==> src/hw/rtl/fccw_pkg.sv <==
// Shared types, constants and codes for the FAT cluster chain walker.
// No dependencies; every other file of the block imports this package.
`timescale 1ns / 1ps

package fccw_pkg;

  // Depth of the visited-cluster list, also the hard cap on runs per chain.
  localparam int MAX_RUNS = 64;
  localparam int IDX_W    = $clog2(MAX_RUNS);
  localparam int CNT_W    = 7;
  localparam int OUT_W    = 96;

  // Configuration register indexes.
  typedef enum logic [1:0] {
    CFG_FAT_TYPE   = 2'd0,
    CFG_SPC        = 2'd1,
    CFG_DATA_START = 2'd2,
    CFG_MAX_RUNS   = 2'd3
  } cfg_index_t;

  localparam logic [1:0] FAT_T12 = 2'd0;
  localparam logic [1:0] FAT_T16 = 2'd1;
  localparam logic [1:0] FAT_T32 = 2'd2;

  localparam logic MODE_START = 1'b0;
  localparam logic MODE_REPLY = 1'b1;

  typedef enum logic [2:0] {
    RSN_RUNNING = 3'd0,
    RSN_END     = 3'd1,
    RSN_BAD     = 3'd2,
    RSN_FREE    = 3'd3,
    RSN_LOOP    = 3'd4,
    RSN_LIMIT   = 3'd5,
    RSN_INVALID = 3'd6,
    RSN_STRAY   = 3'd7
  } reason_t;

  typedef struct packed {
    logic [1:0]  fat_type;
    logic [7:0]  sectors_per_cluster;
    logic [31:0] data_start_sector;
    logic [6:0]  max_runs;
  } cfg_t;

  // One classified input transaction as it waits in the queue.
  typedef struct packed {
    logic        mode;
    logic [31:0] value;
    logic        below_two;
    logic        end_mark;
    logic        bad_mark;
  } item_t;

  typedef enum logic [2:0] {
    ST_IDLE,
    ST_SCAN,
    ST_MUL,
    ST_ADD,
    ST_EMIT
  } walk_state_t;

  function automatic logic is_end_mark(logic [1:0] fat_type, logic [31:0] v);
    logic r;
    if (fat_type == FAT_T12) r = (v >= 32'h0000_0FF8);
    else if (fat_type == FAT_T16) r = (v >= 32'h0000_FFF8);
    else r = (v >= 32'h0FFF_FFF8);
    return r;
  endfunction

  function automatic logic is_bad_mark(logic [1:0] fat_type, logic [31:0] v);
    logic r;
    if (fat_type == FAT_T12) r = (v == 32'h0000_0FF7);
    else if (fat_type == FAT_T16) r = (v == 32'h0000_FFF7);
    else r = (v == 32'h0FFF_FFF7);
    return r;
  endfunction

endpackage

==> src/hw/rtl/fccw_front.sv <==
// Front end of the chain walker: takes input transactions and classifies them.
// Depends on fccw_pkg; feeds fccw_queue.
`timescale 1ns / 1ps

module fccw_front (
  input  logic                s_tvalid,
  output logic                s_tready,
  input  logic [31:0]         s_tdata,   // cluster_value
  input  logic                s_tuser,   // mode
  input  logic [1:0]          fat_type,
  input  logic                q_ready,
  output logic                q_push,
  output fccw_pkg::item_t     q_item
);
  import fccw_pkg::*;

  assign s_tready = q_ready;
  assign q_push   = s_tvalid && q_ready;

  // Marks set here. The user changes configuration only while idle; not enforced.
  always_comb begin
    q_item.mode      = s_tuser;
    q_item.value     = s_tdata;
    q_item.below_two = (s_tdata < 32'd2);
    q_item.end_mark  = is_end_mark(fat_type, s_tdata);
    q_item.bad_mark  = is_bad_mark(fat_type, s_tdata);
  end

endmodule

==> src/hw/rtl/fccw_queue.sv <==
// Two-entry queue of classified items between the front and back ends.
// Depends on fccw_pkg for the item type.
`timescale 1ns / 1ps

module fccw_queue (
  input  logic             clk,
  input  logic             rst,
  input  logic             push,
  input  fccw_pkg::item_t  push_item,
  output logic             push_ready,
  input  logic             pop,
  output logic             pop_valid,
  output fccw_pkg::item_t  pop_item
);
  import fccw_pkg::*;

  item_t      slots [2];
  logic       wr_ptr;
  logic       rd_ptr;
  logic [1:0] count;

  assign push_ready = (count != 2'd2);
  assign pop_valid  = (count != 2'd0);
  assign pop_item   = slots[rd_ptr];

  always_ff @(posedge clk) begin
    if (push) begin
      slots[wr_ptr] <= push_item;
    end
  end

  always_ff @(posedge clk) begin
    if (rst) begin
      wr_ptr <= 1'b0;
      rd_ptr <= 1'b0;
      count  <= 2'd0;
    end else begin
      if (push) wr_ptr <= ~wr_ptr;
      if (pop) rd_ptr <= ~rd_ptr;
      if (push && !pop) count <= count + 2'd1;
      else if (pop && !push) count <= count - 2'd1;
    end
  end

endmodule

==> src/hw/rtl/fccw_back.sv <==
// Back end of the chain walker: walk state, visited-cluster list and loop scan,
// sector arithmetic and the output register. Depends on fccw_pkg.
`timescale 1ns / 1ps

module fccw_back (
  input  logic                      clk,
  input  logic                      rst,
  input  fccw_pkg::cfg_t            cfg,
  input  logic                      q_valid,
  input  fccw_pkg::item_t           q_item,
  output logic                      q_pop,
  output logic                      m_tvalid,
  input  logic                      m_tready,
  output logic [fccw_pkg::OUT_W-1:0] m_tdata
);
  import fccw_pkg::*;

  walk_state_t state, state_next;

  logic [31:0]      visited [MAX_RUNS];
  logic [CNT_W-1:0] run_count;
  logic             walk_busy;
  logic [31:0]      current_cluster;
  logic [CNT_W-1:0] scan_idx;
  logic             rd_valid;
  logic [31:0]      rd_data;
  logic [39:0]      product;
  logic [39:0]      sector_sum;
  logic             res_run;
  logic             res_fin;
  reason_t          res_reason;

  // Output register.
  logic             out_valid;
  logic             o_run_valid;
  logic [39:0]      o_start;
  logic [7:0]       o_count;
  logic             o_req_valid;
  logic [31:0]      o_req_cluster;
  logic             o_finished;
  reason_t          o_reason;
  logic [CNT_W-1:0] o_runs;

  // Decision for the item at the head of the queue.
  logic             dec_clear;
  logic             dec_fin;
  logic             dec_scan;
  reason_t          dec_reason;
  logic [CNT_W-1:0] base_count;
  logic [CNT_W-1:0] limit;
  logic             scan_issue;
  logic             scan_hit;
  logic             out_free;

  assign limit    = (cfg.max_runs < CNT_W'(MAX_RUNS)) ? cfg.max_runs : CNT_W'(MAX_RUNS);
  assign out_free = !out_valid || m_tready;
  assign q_pop    = (state == ST_IDLE) && q_valid;

  assign scan_issue = (state == ST_SCAN) && (scan_idx < run_count);
  assign scan_hit   = (state == ST_SCAN) && rd_valid && (rd_data == current_cluster);

  always_comb begin
    dec_clear  = (q_item.mode == MODE_START);
    dec_fin    = 1'b0;
    dec_scan   = 1'b0;
    dec_reason = RSN_RUNNING;
    base_count = dec_clear ? '0 : run_count;
    if (q_item.mode == MODE_START && (q_item.below_two || cfg.sectors_per_cluster == 8'd0)) begin
      dec_fin    = 1'b1;
      dec_reason = RSN_INVALID;
    end else if (q_item.mode == MODE_REPLY && !walk_busy) begin
      dec_reason = RSN_STRAY;
    end else if (q_item.mode == MODE_REPLY && q_item.below_two) begin
      dec_fin    = 1'b1;
      dec_reason = RSN_FREE;
    end else if (q_item.mode == MODE_REPLY && q_item.bad_mark) begin
      dec_fin    = 1'b1;
      dec_reason = RSN_BAD;
    end else if (q_item.end_mark) begin
      dec_fin    = 1'b1;
      dec_reason = RSN_END;
    end else if (base_count >= limit) begin
      dec_fin    = 1'b1;
      dec_reason = RSN_LIMIT;
    end else begin
      dec_scan   = 1'b1;
    end
  end

  always_comb begin
    state_next = state;
    unique case (state)
      ST_IDLE: begin
        if (q_valid) state_next = dec_scan ? ST_SCAN : ST_EMIT;
      end
      ST_SCAN: begin
        if (scan_hit) state_next = ST_EMIT;
        else if (!scan_issue && !rd_valid) state_next = ST_MUL;
      end
      ST_MUL:  state_next = ST_ADD;
      ST_ADD:  state_next = ST_EMIT;
      ST_EMIT: begin
        if (out_free) state_next = ST_IDLE;
      end
      default: state_next = ST_IDLE;
    endcase
  end

  always_ff @(posedge clk) begin
    if (rst) state <= ST_IDLE;
    else state <= state_next;
  end

  // Visited list: one write when a cluster joins the chain, one read per scan step.
  always_ff @(posedge clk) begin
    if (state == ST_MUL) begin
      visited[run_count[IDX_W-1:0]] <= current_cluster;
    end
    if (scan_issue) begin
      rd_data <= visited[scan_idx[IDX_W-1:0]];
    end
  end

  always_ff @(posedge clk) begin
    if (rst) begin
      run_count <= '0;
      walk_busy <= 1'b0;
      rd_valid  <= 1'b0;
      scan_idx  <= '0;
    end else begin
      rd_valid <= scan_issue && !scan_hit;
      unique case (state)
        ST_IDLE: begin
          if (q_valid) begin
            if (dec_clear) run_count <= '0;
            if (dec_clear || dec_fin) walk_busy <= 1'b0;
            scan_idx <= '0;
          end
        end
        ST_SCAN: begin
          if (scan_hit) walk_busy <= 1'b0;
          else if (scan_issue) scan_idx <= scan_idx + CNT_W'(1);
        end
        ST_MUL: begin
          run_count <= run_count + CNT_W'(1);
          walk_busy <= 1'b1;
        end
        ST_ADD, ST_EMIT: begin
        end
        default: begin
        end
      endcase
    end
  end

  // Result and arithmetic registers; the product of (cluster - 2) and the
  // cluster size is registered before the add of the data start sector.
  always_ff @(posedge clk) begin
    if (state == ST_IDLE && q_valid) begin
      current_cluster <= q_item.value;
      res_run         <= dec_scan;
      res_fin         <= dec_fin;
      res_reason      <= dec_reason;
    end
    if (scan_hit) begin
      res_run    <= 1'b0;
      res_fin    <= 1'b1;
      res_reason <= RSN_LOOP;
    end
    if (state == ST_MUL) begin
      product <= {8'd0, current_cluster - 32'd2} * {32'd0, cfg.sectors_per_cluster};
    end
    if (state == ST_ADD) begin
      sector_sum <= {8'd0, cfg.data_start_sector} + product;
    end
  end

  always_ff @(posedge clk) begin
    if (rst) begin
      out_valid <= 1'b0;
    end else if (state == ST_EMIT && out_free) begin
      out_valid <= 1'b1;
    end else if (m_tready) begin
      out_valid <= 1'b0;
    end
  end

  always_ff @(posedge clk) begin
    if (state == ST_EMIT && out_free) begin
      o_run_valid   <= res_run;
      o_start       <= res_run ? sector_sum : 40'd0;
      o_count       <= res_run ? cfg.sectors_per_cluster : 8'd0;
      o_req_valid   <= res_run;
      o_req_cluster <= res_run ? current_cluster : 32'd0;
      o_finished    <= res_fin;
      o_reason      <= res_reason;
      o_runs        <= run_count;
    end
  end

  assign m_tvalid = out_valid;
  assign m_tdata  = {3'd0, o_runs, o_reason, o_finished, o_req_cluster, o_req_valid,
                     o_count, o_start, o_run_valid};

endmodule

==> src/hw/rtl/fat_cluster_chain_walker.sv <==
// FAT cluster chain walker, top level. One result per input transaction.
// Items that end or are rejected at once go straight to the output register; a
// new run passes the loop scan (one visited-list read per cycle), then the
// multiply and add states, before the output register.
// One item is worked on at a time; a two-entry queue and the output register
// let both sides stall independently. Synchronous reset: walk idle, defaults.
`timescale 1ns / 1ps

module fat_cluster_chain_walker (
  input  logic        clk,
  input  logic        rst,
  input  logic        s_tvalid,
  output logic        s_tready,
  input  logic [31:0] s_tdata,   // cluster_value
  input  logic        s_tuser,   // mode
  output logic        m_tvalid,
  input  logic        m_tready,
  // run_valid, run_start_sector[40], run_sector_count[8], request_valid,
  // request_cluster[32], finished, end_reason[3], runs_so_far[7], zero pad[3]
  output logic [fccw_pkg::OUT_W-1:0] m_tdata,
  input  logic        cfg_we,
  input  logic [1:0]  cfg_index,
  input  logic [31:0] cfg_data
);
  import fccw_pkg::*;

  cfg_t  cfg;
  logic  q_ready;
  logic  q_push;
  item_t q_in;
  logic  q_valid;
  logic  q_pop;
  item_t q_out;

  always_ff @(posedge clk) begin
    if (rst) begin
      cfg.fat_type            <= FAT_T32;
      cfg.sectors_per_cluster <= 8'd1;
      cfg.data_start_sector   <= 32'd0;
      cfg.max_runs            <= 7'd64;
    end else if (cfg_we) begin
      unique case (cfg_index_t'(cfg_index))
        CFG_FAT_TYPE:   cfg.fat_type            <= cfg_data[1:0];
        CFG_SPC:        cfg.sectors_per_cluster <= cfg_data[7:0];
        CFG_DATA_START: cfg.data_start_sector   <= cfg_data;
        CFG_MAX_RUNS:   cfg.max_runs            <= cfg_data[6:0];
        default: begin
        end
      endcase
    end
  end

  fccw_front u_front (
    .s_tvalid (s_tvalid),
    .s_tready (s_tready),
    .s_tdata  (s_tdata),
    .s_tuser  (s_tuser),
    .fat_type (cfg.fat_type),
    .q_ready  (q_ready),
    .q_push   (q_push),
    .q_item   (q_in)
  );

  fccw_queue u_queue (
    .clk        (clk),
    .rst        (rst),
    .push       (q_push),
    .push_item  (q_in),
    .push_ready (q_ready),
    .pop        (q_pop),
    .pop_valid  (q_valid),
    .pop_item   (q_out)
  );

  fccw_back u_back (
    .clk      (clk),
    .rst      (rst),
    .cfg      (cfg),
    .q_valid  (q_valid),
    .q_item   (q_out),
    .q_pop    (q_pop),
    .m_tvalid (m_tvalid),
    .m_tready (m_tready),
    .m_tdata  (m_tdata)
  );

endmodule

==> config.mk <==
export PLATFORM = sky130hd
export DESIGN_NAME = fat_cluster_chain_walker
export DESIGN_NICKNAME = d
export VERILOG_FILES = /design/src/hw/rtl/fccw_pkg.sv /design/src/hw/rtl/fccw_front.sv /design/src/hw/rtl/fccw_queue.sv /design/src/hw/rtl/fccw_back.sv /design/src/hw/rtl/fat_cluster_chain_walker.sv
export SDC_FILE = /design/constraint.sdc
export NUM_CORES = 2
export LEC_CHECK = 0
export BUFFER_PORTS_ARGS = -buffer_cell sky130_fd_sc_hd__buf_2
export CAP_MARGIN = 20
export CORE_MARGIN = 1
export CORE_UTILIZATION = 40
export DETAILED_ROUTE_END_ITERATION = 8
export GPL_ROUTABILITY_DRIVEN = 0
export HOLD_SLACK_MARGIN = 0.08
export MAX_ROUTING_LAYER = met4
export SYNTH_ARGS = -nofsm -noshare
export SYNTH_HDL_FRONTEND = slang
export SYNTH_HIERARCHICAL = 1
export SYNTH_SLANG_ARGS = --single-unit
==> constraint.sdc <==
create_clock -name clk -period 9.99 [get_ports clk]
set_input_delay 0.4995 -clock clk [delete_from_list [all_inputs] [get_ports clk]]
set_output_delay 0.4995 -clock clk [all_outputs]
set_load 0.02 [all_outputs]
# Word-level counts from Yosys, hierarchy flattened
# Memory sizes are Yosys's and may differ from the RTL's. A register that Yosys moved wholly into a read port is not among the register bits.
# Index checks and enable logic that the tools add are counted.
[word_totals]
reg_bits = 282
ram_bits = 2120
out_inout_bits = 98
word_cells = 157
n_memories = 2
[mem_list]
columns = ["memory", "words", "width", "rd", "rd_clocked_by_memory_dff", "write_ports", "line", "rtl"]
rows = [
  ["u_back.visited", 64, 32, 1, 1, 1, "fccw_back.sv:20", "logic [31:0] visited [MAX_RUNS];"],
  ["u_queue.slots", 2, 36, 1, 1, 1, "fccw_queue.sv:17", "item_t slots [2];"],
]
[op_classes]
addsub = 6
mul = 1
n_lt_le_gt_ge = 7
eq_ne = 20
n_mux = 50
bitwise_logic = 3
n_reduce_logical = 42
[ops]
columns = ["op", "n"]
rows = [
  ["$mux 7", 6],
  ["$add 32x40->40", 1],
  ["$mul 32x8->40", 1],
  ["$mux 3", 11],
  ["$eq 32x12->1 const B", 1],
  ["$eq 32x16->1 const B", 1],
  ["$eq 32x28->1 const B", 1],
  ["$eq 32x32->1", 1],
  ["$ge 32x12->1 const B", 1],
  ["$ge 32x16->1 const B", 1],
  ["$ge 32x28->1 const B", 1],
  ["$lt 32x2->1 const B", 1],
  ["$sub 32x2->32 const B", 1],
  ["$pmux 7 s2", 2],
  ["$mux 1", 27],
  ["$pmux 3 s5", 1],
  ["$add 7x1->7 const B", 2],
  ["$logic_and 1x1->1", 14],
  ["$reduce_and 2->1", 5],
  ["$reduce_bool 2->1", 5],
  ["$logic_not 8->1", 1],
  ["$ne 2x1->1 const B", 4],
  ["$reduce_and 4->1", 2],
  ["$ge 7x7->1", 1],
  ["other kinds (20)", 37],
]

# Logic depth before layout (Yosys ltp)
[depth]
word_depth = 13
depth_mapped = 28

# Cells and area by module
# Netlist, hierarchy kept.
[modules_own_cells]
columns = ["module", "n_inst", "cells_per_inst", "area_each_um2"]
rows = [
  ["fccw_back", 1, 4837, 97733.7],
  ["fccw_queue", 1, 134, 2813.9],
  ["fat_cluster_chain_walker", 1, 200, 2097.0],
  ["fccw_front", 1, 66, 479.2],
]

# Worst setup path before layout
# No wires, ideal clock.
[synth_timing]
path_type = "reg-to-reg"
from = "register u_back.current_cluster[7]"
to = "register u_back.product[39] (data pin)"
t_arrival_ns = 6.915
path_slack_ns = 2.815
stages_incl_launch_ff = 25
synth_period_minus_slack_ns = 7.175
path_cell_list = "edfxtp_1 -> buf_6 -> or4_4 -> nor4_4 -> nand3b_2 -> or4_1 -> buf_2 -> nor4_2 -> xnor2_1 -> nor2b_1 -> fa_1 -> fa_1 -> fa_1 -> inv_1 -> fa_1 -> inv_1 -> ha_1 -> and3_1 -> and4_1 -> o211ai_1 -> o211ai_1 -> o22ai_1 -> nor3_1 -> o41a_1 -> xnor2_1"
[synth_via]
elab_chain_len = 2
[synth_lines]
columns = ["element", "line", "rtl"]
rows = [
  ["from (decl)", "fccw_back.sv:23", "logic [31:0] current_cluster;"],
  ["from (signal assigned)", "fccw_back.sv:160", "current_cluster <= q_item.value;"],
  ["$sub 32x2->32", "fccw_back.sv:171", "product <= {8'd0, current_cluster - 32'd2} * {32'd0, cfg.sectors_per_cluster};"],
  ["$mul 32x8->40", "fccw_back.sv:171", ""],
  ["to (signal assigned)", "fccw_back.sv:171", ""],
  ["to (decl)", "fccw_back.sv:27", "logic [39:0] product;"],
]
# Every way passes these cells.
# A chain may end at the register's enable or synchronous reset.

# Worst setup path in the final report
[layout_timing]
from = "register u_back.current_cluster[1]"
to = "register u_back.product[33] (data pin)"
# The elaborated chain is that of the path after synthesis.

==> flow_summary.toml <==
[logic_synthesis]
synth_top_cell_area_share_pct = 68.6
synth_common_cells = "2356 x edfxtp_1, 672 x mux4_2, 203 x inv_1"
synth_edf_count = 2356
avgSynthCellArea_um2 = 19.7
synthMostInstantiatedCell = "edfxtp_1"
syn_area_mm2 = 0.103
yosysTopAreaCell = "edfxtp_1"
synth-seq-cells = 2435
synth.area.top_cells = "edfxtp_1 69%, mux4_2 15%, fa_1 3.5%"
seq_area_frac_synth_pct = 70.1
async_flop_share_pct = 0
yosysWarnings = 6
postSynthCellCount = 5237
ys_types = 70
synth-main-ff-cell = "edfxtp_1"

[route]
viasPerCell = 5.64
wl_per_cell_um = 29.0
postRouteAntennaNets = 0
drt_iter0_markers = 5851
drc_errors = 0
vias = 51900
drt-pass1-iter-count = 5
drt_wl_total_um = 267000

[clock_network]
cts_resized = 0
h-tree-depth = 4
clock-sinks = 2435
postCtsSetupBuffers = 0
cts_buffers = 240
cts_tree = "yes"
insertion_delay_ns = 0.92
cts_root_buffer = "clkbuf_16"
clk_path_buf_depth = 3
path_clk_slew_ns = 0.06
postCtsHoldBufs = 70

[sta]
tightestPinTransition_ns = 1.14
drv_slew = 0
finalHoldViolCount = 0
fin_worst_skew_ns = 0.0826
max_clock_freq_mhz = 128
min_period_ns = 7.80
fin_tns_setup_ns = 0
setup_viol = 0
rsz0062_at_grt = "no"
timing.final.crit_share_pct = 78.1
fin_ws_ns = 2.19
relSlewSlack_pct = 23.7

[pwr]
power_mw = 26.4
power.leakage_nw = 37.6
ir_drop_v = 0.000182
power_density_mw_per_mm2 = 225

[die]
start_util_pct = 40.2
io_pins = 170
dieWidth_um = 510
fp.dieH_um = 510
coreArea_mm2 = 0.256
row_count = 186
dieArea_mm2 = 0.260

[setup_path]
ff2ff_path_depth = 22
cp_max_fo = 26
r2r_slack_ns = 2.19
worst_setup_path_end_kind = "flip-flop"
worstSetupPathType = "reg2reg"
r2r-end = "u_back/product[33]$_DFFE_PP_"
worstPathArrival_ns = 8.40
cp_data_required_time_ns = 10.59
crit_path_start_kind = "flip-flop"
r2r-start = "u_back/current_cluster[1]$_DFFE_PP_"

[global_routing]
grt_overflow = 0
antenna_found_initial = 29
grt_max_degree = 123
grt_pass1_vias = 52700
grt_util_all_layers_pct = 21.2
grt_pass1_wl_um = 380000

[hold_path]
hp-class = "in2reg"
holdPathEnd = "u_queue/slots[0][35]$_DFFE_PP_"
whs_path_depth = 2
hold_path_startpoint = "s_tuser"

[finish]
n_fill_cell = 21400
area_growth_pct = 14.2
layout-drive-gt1-share_pct = 25.1
final_core_util_pct = 45.9
regArea_mm2 = 0.0724
multiInputGateArea_mm2 = 0.0293
nets = 5947

[placement]
dp_hpwl_um = 151000
io_buffer_count = 166
dp_slack_ns = 2.32

[outcome]
outcome = "finished, final reports clean"

[run]
maxCapViolCount = 0
-- per-stage QoR --
step	cells	hold WS, ns	area (um2)
2_1_floorplan	5239	0.406	103000
3_3_place_gp	8656	0.462	109000
3_5_place_dp	8656	0.471	109000
4_1_cts	9186	0.248	118000
5_1_grt	9190	0.296	118000
6_report	9194	0.321	118000
-- report_power, final --
| part | internal [mW] | total [mW] | leakage (nW) | switching, mW |
|---|---|---|---|---|
| registers | 12.8 | 13.0 | 21.9 | 0.253 |
| clock network | 5.43 | 9.44 | 4.06 | 4.01 |
| logic | 0.999 | 3.98 | 11.7 | 2.98 |
| total | 19.2 | 26.4 | 37.6 | 7.25 |
-- metal layers --
metal  vias up  GRT usage (%)  share of wire [%]
met5         -              -                  0
met4         0           5.94                2.7
met3       394           3.18                7.0
met2      2062           33.6                 49
met1     27900           28.5                 42
li1      21500              -                  -
-- final cells by class --
type / instances / area share, %
sequential: 2435 / 61.4
clock inverter: 177 / 1.80
tap: 3384 / 3.60
inverter: 204 / 0.650
multi-input combinational: 2329 / 24.9
antenna: 7 / 0.0149
timing repair buffer: 375 / 2.26
clock buffer: 283 / 5.36
-- sequential cells by signal (all words and copies together), names as in the netlist, 2 cells and up, named ones only --
name / flops
cfg: 49
u_back/current_cluster: 32
u_back/o_count: 8
u_back/o_reason: 3
u_back/o_req_cluster: 32
u_back/o_runs: 7
u_back/o_start: 40
u_back/product: 40
u_back/rd_data: 32
u_back/res_reason: 3
u_back/run_count: 7
u_back/scan_idx: 7
u_back/sector_sum: 40
u_back/state: 3
u_back/visited: 2048
u_queue/count: 2
u_queue/slots: 72
-- worst max path at each step --
stage | startpoint | end | slack [ns] | cells after the start
2_1_floorplan | u_back/current_cluster[7]$_DFFE_PP_ | u_back/product[39]$_DFFE_PP_ | 2.82 | 24
3_3_place_gp | u_back/current_cluster[1]$_DFFE_PP_ | u_back/product[39]$_DFFE_PP_ | 2.47 | 24
3_5_place_dp | u_back/current_cluster[1]$_DFFE_PP_ | u_back/product[33]$_DFFE_PP_ | 2.32 | 22
4_1_cts | u_back/current_cluster[1]$_DFFE_PP_ | u_back/product[33]$_DFFE_PP_ | 2.24 | 22
5_1_grt | u_back/current_cluster[1]$_DFFE_PP_ | u_back/product[33]$_DFFE_PP_ | 1.84 | 22
6_report | u_back/current_cluster[1]$_DFFE_PP_ | u_back/product[33]$_DFFE_PP_ | 2.19 | 22
-- placed cells by master (no fill, tap or decap), types with 116 or more instances in the layout --
cell	instances
and2_1	120
buf_2	165
buf_4	133
clkbuf_16	240
edfxtp_1	2356
fa_1	181
inv_1	202
mux4_2	672
nand2_1	116
nand2b_1	127
nor2b_1	178
-- critical path, cell delays in order, from the launching register on --
cell and delay [ns]:
edfxtp_1 0.76, nor3_1 0.62, nand2_1 0.16, or4_1 0.44
xor2_1 0.55, nor2b_1 0.15, fa_1 0.57, inv_1 0.06
fa_1 0.53, inv_1 0.05, fa_1 0.47, inv_1 0.05
fa_1 0.47, inv_1 0.04, ha_1 0.37, nand2_1 0.09
a2111oi_0 0.87, o21ai_0 0.30, nand3_1 0.22, a21oi_1 0.09
o21bai_1 0.33, nand4_1 0.14, o311a_1 0.14
-- kinds of logic after synthesis --
kind of cell             Yosys count  share of synthesized area (%)
flip-flops                      2435                           70.1
AND/OR/NAND/NOR                  870                           4.66
multiplexers                     761                           15.6
buffers and inverters            475                           1.94
adder cells (fa/ha/maj)          290                           4.84
AO/OA/AOI/OAI                    276                           1.74
XOR/XNOR                         129                           1.10
other                              1                        0.00364
No activity file was read; power rests on OpenSTA's default activity.
